`config.mk`:
```
export PLATFORM = sky130hd
export DESIGN_NAME = motion_alarm_controller_top
export DESIGN_NICKNAME = d
export VERILOG_FILES = /design/src/mac_pkg.sv /design/src/mac_regs.sv /design/src/mac_fsm.sv /design/src/motion_alarm_controller_top.sv
export SDC_FILE = /design/constraint.sdc
export NUM_CORES = 1
export LEC_CHECK = 0
export ABC_AREA = 0
export BUFFER_PORTS_ARGS = -buffer_cell sky130_fd_sc_hd__buf_2
export CAP_MARGIN = 30
export CORE_MARGIN = 5
export CORE_UTILIZATION = 56
export CTS_CLUSTER_DIAMETER = 30
export CTS_CLUSTER_SIZE = 30
export DETAILED_ROUTE_END_ITERATION = 16
export HOLD_SLACK_MARGIN = 0.03
export PLACE_DENSITY = 0.82
export SKIP_LAST_GASP = 1
export SYNTH_ARGS = -nofsm -noshare
export SYNTH_HDL_FRONTEND = slang
export SYNTH_HIERARCHICAL = 1
export SYNTH_SLANG_ARGS = --single-unit
```
`constraint.sdc`:
```
create_clock -name clk -period 6 [get_ports clk]
set_input_delay 1.2 -clock clk [delete_from_list [all_inputs] [get_ports clk]]
set_output_delay 1.2 -clock clk [all_outputs]
set_load 0.005 [all_outputs]
```
`src/mac_pkg.sv`:
```
// ----------------------------------------------------------------------------
// mac_pkg
// Shared types, codes and helpers of the motion alarm controller.
// ----------------------------------------------------------------------------
package mac_pkg;

  localparam int COUNT_WIDTH = 16;
  localparam int ADDR_W      = 4;
  localparam int DATA_W      = 32;

  typedef logic [COUNT_WIDTH-1:0] count_t;

  typedef enum logic [1:0] {
    MODE_DISARMED = 2'd0,
    MODE_ARMED    = 2'd1,
    MODE_ALARM    = 2'd2
  } mode_t;

  typedef enum logic [2:0] {
    SND_NONE    = 3'd0,
    SND_WARNING = 3'd1,
    SND_ARM     = 3'd2,
    SND_DISARM  = 3'd3,
    SND_ALARM   = 3'd4
  } snd_t;

  localparam logic [2:0] REQ_TICK   = 3'd0;
  localparam logic [2:0] REQ_MOTION = 3'd1;
  localparam logic [2:0] REQ_TOUCH  = 3'd2;
  localparam logic [2:0] REQ_LOCAL  = 3'd3;
  localparam logic [2:0] REQ_REMOTE = 3'd4;

  localparam logic [2:0] CMD_ARM    = 3'd0;
  localparam logic [2:0] CMD_DISARM = 3'd1;
  localparam logic [2:0] CMD_STOP   = 3'd2;
  localparam logic [2:0] CMD_STATUS = 3'd3;
  localparam logic [2:0] CMD_RAISE  = 3'd4;

  localparam logic [1:0] REG_THRESHOLD = 2'd0;
  localparam logic [1:0] REG_WINDOW    = 2'd1;
  localparam logic [1:0] REG_DEBOUNCE  = 2'd2;
  localparam logic [1:0] REG_DURATION  = 2'd3;

  typedef struct packed {
    logic [15:0] motion_threshold;
    logic [31:0] warning_window_ms;
    logic [31:0] debounce_ms;
    logic [31:0] alarm_duration_ms;
  } cfg_t;

  typedef struct packed {
    logic [2:0]  req_type;
    logic [15:0] motion_value;
    logic [2:0]  command;
  } item_t;

  typedef struct packed {
    mode_t       mode_now;
    logic        relay_on;
    logic        alarm_sounding;
    logic        detection_on;
    logic        sound_stop;
    snd_t        sound_start;
    logic        status_report;
    logic [15:0] alarm_total;
  } res_t;

  // Clamp the alarm counter to the 16-bit result field.
  function automatic logic [15:0] clamp_total(count_t c);
    logic [31:0] c32;
    c32 = 32'(c);
    if (c32 > 32'h0000_FFFF) begin
      return 16'hFFFF;
    end
    return c32[15:0];
  endfunction

endpackage

```
`src/mac_regs.sv`:
```
// ----------------------------------------------------------------------------
// mac_regs
// APB configuration registers: threshold, warning window, debounce, duration.
// ----------------------------------------------------------------------------
module mac_regs (
  input  logic                        clk,
  input  logic                        rst,
  input  logic                        psel,
  input  logic                        penable,
  input  logic                        pwrite,
  input  logic [mac_pkg::ADDR_W-1:0]  paddr,
  input  logic [mac_pkg::DATA_W-1:0]  pwdata,
  output logic [mac_pkg::DATA_W-1:0]  prdata,
  output logic                        pready,
  output mac_pkg::cfg_t               cfg
);
  import mac_pkg::*;

  logic       wr_en;
  logic [1:0] reg_sel;

  assign pready  = 1'b1;
  assign reg_sel = paddr[3:2];
  assign wr_en   = psel && penable && pwrite;

  always_ff @(posedge clk) begin
    if (rst) begin
      cfg.motion_threshold  <= 16'd512;
      cfg.warning_window_ms <= 32'd10000;
      cfg.debounce_ms       <= 32'd500;
      cfg.alarm_duration_ms <= 32'd30000;
    end else if (wr_en) begin
      case (reg_sel)
        REG_THRESHOLD: cfg.motion_threshold  <= pwdata[15:0];
        REG_WINDOW:    cfg.warning_window_ms <= pwdata;
        REG_DEBOUNCE:  cfg.debounce_ms       <= pwdata;
        REG_DURATION:  cfg.alarm_duration_ms <= pwdata;
        default: ;
      endcase
    end
  end

  always_comb begin
    case (reg_sel)
      REG_THRESHOLD: prdata = {16'd0, cfg.motion_threshold};
      REG_WINDOW:    prdata = cfg.warning_window_ms;
      REG_DEBOUNCE:  prdata = cfg.debounce_ms;
      REG_DURATION:  prdata = cfg.alarm_duration_ms;
      default:       prdata = '0;
    endcase
  end

endmodule

```
`src/mac_fsm.sv`:
```
// ----------------------------------------------------------------------------
// mac_fsm
// Mode state, timers and alarm counter; computes one result per item.
// ----------------------------------------------------------------------------
module mac_fsm (
  input  logic           clk,
  input  logic           rst,
  input  logic           advance,
  input  mac_pkg::item_t item,
  input  mac_pkg::cfg_t  cfg,
  output mac_pkg::res_t  res
);
  import mac_pkg::*;

  typedef struct packed {
    logic [31:0] time_ms;
    mode_t       mode;
    logic [31:0] last_warning_ms;
    logic [31:0] mode_entry_ms;
    logic        sounding;
    logic        relay;
    logic        detect;
    count_t      alarm_count;
    logic        snd_stop;
    snd_t        snd_start;
    logic        report;
  } work_t;

  logic [31:0] time_ms;
  mode_t       mode;
  logic [31:0] last_warning_ms;
  logic [31:0] mode_entry_ms;
  logic        sounding;
  logic        relay;
  logic        detect;
  count_t      alarm_count;

  work_t       w;
  logic [31:0] since;
  logic [31:0] time_inc;

  function automatic work_t f_set_mode(work_t s, mode_t m);
    if (s.mode != m) begin
      s.mode          = m;
      s.mode_entry_ms = s.time_ms;
    end
    return s;
  endfunction

  function automatic work_t f_raise(work_t s);
    s.snd_start = SND_ALARM;
    s.sounding  = 1'b1;
    if (s.alarm_count != '1) begin
      s.alarm_count = s.alarm_count + count_t'(1);
    end
    return s;
  endfunction

  function automatic work_t f_stop(work_t s);
    s.snd_stop = 1'b1;
    s.sounding = 1'b0;
    if (s.mode == MODE_ALARM) begin
      s = f_set_mode(s, MODE_ARMED);
    end
    return s;
  endfunction

  function automatic work_t f_trigger(work_t s);
    if (s.mode == MODE_ARMED) begin
      s = f_set_mode(s, MODE_ALARM);
      s = f_raise(s);
    end
    return s;
  endfunction

  function automatic work_t f_arm(work_t s);
    s.relay     = 1'b0;
    s.snd_start = SND_ARM;
    if (s.mode == MODE_DISARMED) begin
      s.detect = 1'b1;
      s        = f_set_mode(s, MODE_ARMED);
    end
    return s;
  endfunction

  function automatic work_t f_disarm(work_t s);
    if (s.mode != MODE_DISARMED) begin
      s        = f_stop(s);
      s.relay  = 1'b1;
      s.detect = 1'b0;
      s        = f_set_mode(s, MODE_DISARMED);
    end
    s.snd_start = SND_DISARM;
    return s;
  endfunction

  assign since    = time_ms - last_warning_ms;
  assign time_inc = time_ms + 32'd1;

  always_comb begin
    w.time_ms         = time_ms;
    w.mode            = mode;
    w.last_warning_ms = last_warning_ms;
    w.mode_entry_ms   = mode_entry_ms;
    w.sounding        = sounding;
    w.relay           = relay;
    w.detect          = detect;
    w.alarm_count     = alarm_count;
    w.snd_stop        = 1'b0;
    w.snd_start       = SND_NONE;
    w.report          = 1'b0;
    case (item.req_type)
      REQ_TICK: begin
        w.time_ms = time_inc;
        if (mode == MODE_ALARM &&
            (time_inc - mode_entry_ms) >= cfg.alarm_duration_ms) begin
          w       = f_stop(w);
          w.relay = 1'b0;
        end
      end
      REQ_MOTION: begin
        if (mode == MODE_ARMED) begin
          if (item.motion_value > cfg.motion_threshold) begin
            w = f_trigger(w);
          end else if (since > cfg.warning_window_ms) begin
            w.snd_start       = SND_WARNING;
            w.last_warning_ms = time_ms;
          end else if (since > cfg.debounce_ms) begin
            w = f_trigger(w);
          end
        end
      end
      REQ_TOUCH: begin
        if (mode != MODE_DISARMED) begin
          w = f_disarm(w);
        end
      end
      REQ_LOCAL: begin
        case (item.command)
          CMD_ARM:    w = f_arm(w);
          CMD_DISARM: w = f_disarm(w);
          CMD_STOP:   w = f_stop(w);
          CMD_STATUS: w.report = 1'b1;
          default: ;
        endcase
      end
      REQ_REMOTE: begin
        // any remote beat silences a sounding alarm
        if (sounding) begin
          w = f_stop(w);
        end else begin
          case (item.command)
            CMD_ARM:    w = f_arm(w);
            CMD_DISARM: w = f_disarm(w);
            CMD_RAISE:  w = f_raise(w);
            default: ;
          endcase
        end
      end
      default: ;
    endcase
  end

  always_comb begin
    res.mode_now       = w.mode;
    res.relay_on       = w.relay;
    res.alarm_sounding = w.sounding;
    res.detection_on   = w.detect;
    res.sound_stop     = w.snd_stop;
    res.sound_start    = w.snd_start;
    res.status_report  = w.report;
    res.alarm_total    = clamp_total(w.alarm_count);
  end

  always_ff @(posedge clk) begin
    if (rst) begin
      time_ms         <= '0;
      mode            <= MODE_DISARMED;
      last_warning_ms <= '0;
      mode_entry_ms   <= '0;
      sounding        <= 1'b0;
      relay           <= 1'b1;
      detect          <= 1'b0;
      alarm_count     <= '0;
    end else if (advance) begin
      time_ms         <= w.time_ms;
      mode            <= w.mode;
      last_warning_ms <= w.last_warning_ms;
      mode_entry_ms   <= w.mode_entry_ms;
      sounding        <= w.sounding;
      relay           <= w.relay;
      detect          <= w.detect;
      alarm_count     <= w.alarm_count;
    end
  end

endmodule

```
`src/motion_alarm_controller_top.sv`:
```
// ----------------------------------------------------------------------------
// motion_alarm_controller_top
// Theft-alarm mode controller: ticks, motion, touch and commands in, one
// mode/relay/sound result out per input beat.
// ----------------------------------------------------------------------------
//  channel  | handshake          | payload
//  ---------+--------------------+---------------------------------------------
//  input    | in_valid/in_ready  | req_type, motion_value, command
//  output   | out_valid/out_ready| mode_now .. alarm_total
//  config   | APB psel/penable   | paddr, pwdata, prdata
//
//  One beat per cycle sustained while out_ready holds; each beat passes the
//  input register, then the mode logic once, then the result register.
//  Synchronous active-high reset restores the register defaults and the
//  disarmed mode with the relay on.
//  A stalled result holds in the output register; the input register keeps
//  taking beats until both stages are full.
// ----------------------------------------------------------------------------
module motion_alarm_controller_top (
  input  logic                        clk,
  input  logic                        rst,
  input  logic                        in_valid,
  output logic                        in_ready,
  input  logic [2:0]                  req_type,
  input  logic [15:0]                 motion_value,
  input  logic [2:0]                  command,
  output logic                        out_valid,
  input  logic                        out_ready,
  output logic [1:0]                  mode_now,
  output logic                        relay_on,
  output logic                        alarm_sounding,
  output logic                        detection_on,
  output logic                        sound_stop,
  output logic [2:0]                  sound_start,
  output logic                        status_report,
  output logic [15:0]                 alarm_total,
  input  logic                        psel,
  input  logic                        penable,
  input  logic                        pwrite,
  input  logic [mac_pkg::ADDR_W-1:0]  paddr,
  input  logic [mac_pkg::DATA_W-1:0]  pwdata,
  output logic [mac_pkg::DATA_W-1:0]  prdata,
  output logic                        pready
);
  import mac_pkg::*;

  cfg_t  cfg;
  item_t in_item;
  logic  in_full;
  res_t  res;
  res_t  out_res;
  logic  advance;

  mac_regs u_regs (
    .clk     (clk),
    .rst     (rst),
    .psel    (psel),
    .penable (penable),
    .pwrite  (pwrite),
    .paddr   (paddr),
    .pwdata  (pwdata),
    .prdata  (prdata),
    .pready  (pready),
    .cfg     (cfg)
  );

  mac_fsm u_fsm (
    .clk     (clk),
    .rst     (rst),
    .advance (advance),
    .item    (in_item),
    .cfg     (cfg),
    .res     (res)
  );

  assign advance  = in_full && (!out_valid || out_ready);
  assign in_ready = !in_full || advance;

  always_ff @(posedge clk) begin
    if (rst) begin
      in_full <= 1'b0;
    end else if (in_ready) begin
      in_full <= in_valid;
    end
  end

  always_ff @(posedge clk) begin
    if (in_valid && in_ready) begin
      in_item.req_type     <= req_type;
      in_item.motion_value <= motion_value;
      in_item.command      <= command;
    end
  end

  always_ff @(posedge clk) begin
    if (rst) begin
      out_valid <= 1'b0;
    end else if (advance) begin
      out_valid <= 1'b1;
    end else if (out_ready) begin
      out_valid <= 1'b0;
    end
  end

  always_ff @(posedge clk) begin
    if (advance) begin
      out_res <= res;
    end
  end

  assign mode_now       = out_res.mode_now;
  assign relay_on       = out_res.relay_on;
  assign alarm_sounding = out_res.alarm_sounding;
  assign detection_on   = out_res.detection_on;
  assign sound_stop     = out_res.sound_stop;
  assign sound_start    = out_res.sound_start;
  assign status_report  = out_res.status_report;
  assign alarm_total    = out_res.alarm_total;

`ifndef SYNTHESIS
  a_armed_relay_off: assert property (@(posedge clk) disable iff (rst)
    out_valid && mode_now != MODE_DISARMED |-> !relay_on)
    else $error("relay on outside disarmed mode");

  a_detect_follows_mode: assert property (@(posedge clk) disable iff (rst)
    out_valid |-> detection_on == (mode_now != MODE_DISARMED))
    else $error("detection does not follow mode");

  a_alarm_start_sounds: assert property (@(posedge clk) disable iff (rst)
    out_valid && sound_start == SND_ALARM |-> alarm_sounding)
    else $error("alarm sound started but not sounding");

  a_stage_moves: assert property (@(posedge clk) disable iff (rst)
    in_full && (!out_valid || out_ready) |=> out_valid)
    else $error("held beat did not reach the result register");
`endif

endmodule
```
### After elaboration in Yosys (flattened, before gate mapping)

Index checks and enable logic that the tools add are counted.

* register bits: 279
* input port bits: 65
* output and inout bits: 61

* add/subtract/negate cells: 4
* $lt $le $gt $ge: 4
* equal/unequal tests: 37
* multiplexer cells: 42
* bitwise operators: 2
* reductions and logical operators: 28

Operators with widths (number)
* 122-bit two-way mux: 12
* 122-bit case mux with 5 select lines: 1
* 90-bit two-way mux: 6
* 122-bit case mux with 3 select lines: 1
* 121-bit case mux with 3 select lines: 1
* 32-bit two-way mux: 7
* 32-bit case mux with 4 select lines: 1
* 32-bit greater-than comparator: 2
* 32-bit subtractor: 2
* 52-bit two-way mux: 1
* 32-bit by 1-bit adder with 32-bit output (second input constant): 1
* 32-bit greater-or-equal comparator: 1
* 3-bit by 2-bit != test with 1-bit output (second input constant): 6
* 16-bit by 1-bit adder with 16-bit output (second input constant): 1
* 16-bit greater-than comparator: 1
* 16-bit two-way mux: 1
* 16-bit != test (second input constant): 1
* 16-bit AND reduction: 1
* 2-bit by 1-bit != test with 1-bit output (second input constant): 7
* 14-bit AND reduction: 1
* 3-bit by 2-bit equality test with 1-bit output (second input constant): 4
* 2-bit two-way mux: 6
* 11-bit AND reduction: 1
* 2-bit nonzero test: 5
* other kinds (21): 46

### Depth between registers and ports, before layout

* depth in word-level cells: 13
* gate-level depth with buffers: 30

### Cells and area by module

Netlist, hierarchy kept.

By module, submodules not included
* mac_fsm: instances 1, cells each 1682, area an instance 12722.2 um^2, seq. area each 2342.2 um^2
* mac_regs: instances 1, cells each 478, area an instance 5333.9 um^2, seq. area each 2242.2 um^2
* motion_alarm_controller_top: instances 1, cells each 58, area an instance 1545.2 um^2, seq. area each 1481.4 um^2

### Least setup slack after synthesis

No wires, ideal clock.

* path kind: reg2reg
* start: register u_fsm.time_ms[2]
* end: register u_fsm.mode_entry_ms[14]
* arrival time: 5951 ps
* slack: -19 ps
* stages on the path, launching flop included: 30
* clock period less this slack: 6019 ps
* path through: dfxtp_1 > clkbuf_1 > nand3_1 > nor2_1 > nand3_1 > or2_2 > nor2_1 > xnor2_1 > inv_1 > ha_1 > nand2_1 > or4_1 > a31o_2 > a211oi_1 > a31oi_1 > nor4b_1 > o31ai_1 > nor2_1 > xnor2_1 > ha_1 > nand2_1 > nor2_1 > nand3_1 > a211o_1 > o31ai_1 > and2_1 > clkbuf_1 > clkbuf_1 > a22oi_1 > o2bb2ai_2

* longest elaborated chain between the ends: 6
* elaborated cells between the ends (all ways): 15
* those cells by class: 3 x add/sub; 3 x order compare; 3 x eq/ne; 4 x mux; 2 x reduce/logical

Ends and longest elaborated chain
* from (decl): line mac_fsm.sv:29 `logic [31:0] time_ms;`
* from (signal assigned): line mac_fsm.sv:186 `time_ms <= w.time_ms;`
* 32-bit by 1-bit adder with 32-bit output: line mac_fsm.sv:98 `assign time_inc = time_ms + 32'd1;`
* 32-bit subtractor: line mac_fsm.sv:116 `(time_inc - mode_entry_ms) >= cfg.alarm_duration_ms) begin`
* 32-bit greater-or-equal comparator: line mac_fsm.sv:116
* 1-bit logical AND: line mac_fsm.sv:115 `if (mode == MODE_ALARM &&`
* 2-bit by 1-bit != test with 1-bit output (no line)
* 16-bit AND reduction (no line)
* to (signal assigned): line mac_fsm.sv:189 `mode_entry_ms <= w.mode_entry_ms;`
* to (decl): line mac_fsm.sv:32 `logic [31:0] mode_entry_ms;`

Parallel ways exist; a longest one is shown, timed or not. The select of a mux whose other input is x is not followed.
A chain may end at the register's enable or synchronous reset.

### Final worst setup path

* start: register u_fsm.time_ms[5]
* end: register u_fsm.mode_entry_ms[14]

The elaborated chain is that of the path after synthesis.

==> metrics.cfg <==
[clock_tree]
clockBufferDepth = 3
clockRootBuffer = clkbuf_16
cts_buffers = 74
clock_latency_ns = 0.60
clk_pin_slew_ns = 0.05
cts.sinks = 279
tritoncts = done
h-tree-depth = 3

[logic_synthesis]
synth_edf_count = 48
seq_area_frac_synth_pct = 30.9
yosysWarningCount = 6
synth_largest_area_cell = dfxtp_1
async_flop_share_pct = 0
ys.flop_type = dfxtp_1
ys_top_cells_by_area = dfxtp_1, ha_1, mux2i_1, edfxtp_1, nand2b_1
synth.distinct_cells = 94
syn_inst = 2218
synth-seq-cells = 279
synth_nets = 2461
synth_top_area_share_pct = 23.6
syn_area_sq_um = 19600
yosysMostFrequentCell = dfxtp_1
synth_area_per_cell_sq_um = 8.84
yosys-top-cells-count = dfxtp_1, inv_1, nor2_1

[timing]
finalHoldViolCount = 0
fin_skew_ns = 0.0153
slew_viol_final = 0
relSlewSlack_pct = 35.9
layout_setup_ws_ns = -0.250
rsz0062_at_grt = yes
final.period_utilization_pct = 104
finalSetupTns_ns = -8.94
fmax_ghz = 0.160
period_minus_slack_ns = 6.25
setup_viol = 60
worstMarginPinSlew_ns = 0.959

[layout]
postLayoutCellArea_sq_um = 24600
drive_above_1_share_pct = 23.8
regArea_sq_um = 6080
n_antenna_cell = 0
multiInputGateArea_sq_um = 12600
syn2layout_area_growth_pct = 25.7
num-fill-cells = 2259
nNetsFinal = 2692

[min_path]
min_path_type = reg2reg
hp-start = u_fsm/mode_entry_ms[5]

[route]
drt-wirelength-per-cell_um = 21.6
wl_um = 64000
ant_nets = 0
num_vias = 18600
first_iter_violations = 1953
firstDrtPassIters = 8
viasPerCell = 6.27
drc = 0

[place]
gp_congestion = 0.978
place_hpwl_um = 40400
dpl_cell_area_sq_um = 21000
portBuffers = 122

[floorplan]
start_util_pct = 56.7
ioPinCount = 126
die_h_um = 197
die-width_um = 197
fp.dieArea_sq_um = 38800
row_count = 68
coreArea_sq_um = 34500

[global_routing]
overflow = 0
grt_pass1_wl_um = 96200
grt_start_max_net_pins = 121
antenna_found_initial = 1
grt_usage_pct = 30.2
grt_pass1_vias = 18700

[worst_setup_path]
end_kind = flip-flop
cp_max_fo = 6
timing.rr.start = u_fsm/time_ms[5]
worstPathRequired_ns = 6.47
cp_data_arrival_time_ns = 6.72
worstSetupPathType = reg2reg
start_kind = flip-flop
startpoint = u_fsm/time_ms[5]

[pwr]
p_leak_nw = 10.6
vdd_ir_drop_max_mv = 0.315
power.density_nw_per_um2 = 294

[outcome]
status = finished with violations
violations = setup timing

[flow_run]
maxCapViolCount = 0

per-layer routing:
| metal | global-route usage, % | vias to the layer above | routed length, um |
|---|---|---|---|
| met5 | 0 | - | 7 |
| met4 | 16.4 | 2 | 4150 |
| met3 | 6.58 | 340 | 5690 |
| met2 | 52.1 | 1085 | 30700 |
| met1 | 35.1 | 8867 | 23500 |
| li1 | - | 8286 | - |
worst paths after layout:
path                             end  slack, ns  cells past startpoint
min reg2reg   u_fsm/mode_entry_ms[5]       0.47                      1
max          u_fsm/mode_entry_ms[14]      -0.25                     25
min           u_fsm/mode_entry_ms[5]       0.47                      1
max reg2reg  u_fsm/mode_entry_ms[14]      -0.25                     25
cell type report:
class                           count  area share, %
Sequential cell                   279           24.7
Clock inverter                     47           2.66
Tap cell                          455           2.31
Inverter                          216           3.30
Clock buffer                       88           8.11
Multi-Input combinational cell   1600           51.1
Timing Repair Buffer              278           7.81
repair_timing:
item | in CTS | in global routing
gates resized for setup | 45 | 95
buffers inserted | 10 | 15
endpoints found under the setup margin | 73 | 73
hold buffers | 0 | 0
pin swaps | 22 | 69
cloned | 3 | 2
worst max-delay path, stage by stage (launching register included):
cell and delay, ns:
dfxtp_1 0.33, buf_4 0.16, ha_1 0.31, o21a_1 0.21, o21ai_0 0.33, a21oi_2 0.11, a41oi_2 0.33, a311oi_2 0.20
o41ai_2 0.43, buf_4 0.20, buf_6 0.10, nand2b_4 0.04, a211oi_2 0.20, nor2_2 0.08, ha_1 0.35, a21oi_2 0.21
nor2b_1 0.08, o21ai_1 0.20, or4b_4 0.50, or3_4 0.45, a211o_4 0.38, a311oi_4 0.28, buf_4 0.17, a21oi_4 0.11
clkbuf_16 0.25, o2bb2ai_2 0.13
cell usage in the layout (no fill, tap or decap), types with 73 or more instances in the layout:
cell type / synthesis / layout
a21oi_1: 155 / 143
buf_2: 11 / 121
buf_4: 33 / 142
clkbuf_16: 0 / 78
dfxtp_1: 231 / 223
ha_1: 176 / 164
inv_1: 216 / 213
mux2i_1: 152 / 152
nand2_1: 103 / 101
nand2b_1: 146 / 145
nor2_1: 187 / 176
o21ai_0: 81 / 73
where the power goes:
group | internal (W) | total, W | switching [W] | leakage, nW
combinational | 0.000474 | 0.00107 | 0.000600 | 7.03
clock | 0.00290 | 0.00420 | 0.00129 | 1.28
sequential | 0.00194 | 0.00198 | 0.0000324 | 2.33
total | 0.00532 | 0.00725 | 0.00193 | 10.6
metrics by stage:
step | hold slack (ns) | util [%] | instances | worst slack, ns | total power, W
finish | 0.468 | 71.3 | 2963 | -0.250 | 0.00725
global route | 0.484 | 71.3 | 2963 | -0.330 | 0.00745
CTS | 0.472 | 69.6 | 2945 | 0.00254 | 0.00716
detailed placement | 0.458 | 60.9 | 2797 | -0.447 | 0.00290
global placement | 0.452 | 60.9 | 2796 | -0.307 | 0.00286
floorplan | 0.436 | - | 2218 | 0.0820 | 0.00261
state kept, by name (all words and copies together) (netlist names):
name	count
alarm_total	16
out_valid	1
status_report	1
alarm_sounding	1
in_full	1
u_fsm/sounding	1
u_fsm/detect	1
in_item	22
mode_now	2
sound_start	3
u_fsm/alarm_count	16
u_fsm/mode	2
u_fsm/relay	1
u_fsm/mode_entry_ms	32
u_regs/cfg	112
detection_on	1
u_fsm/time_ms	32
u_fsm/last_warning_ms	32
relay_on	1
sound_stop	1
logic make-up after synthesis:
family / Yosys count / share of synthesized area (%)
AND/OR/NAND/NOR: 654 / 17.4
multiplexers: 187 / 10.7
buffers and inverters: 340 / 8.05
flip-flops: 279 / 30.9
adder cells (fa/ha/maj): 178 / 11.4
other: 1 / 0.0191
AO/OA/AOI/OAI: 497 / 17.8
XOR/XNOR: 82 / 3.66
(Power assumes the default switching activity.)
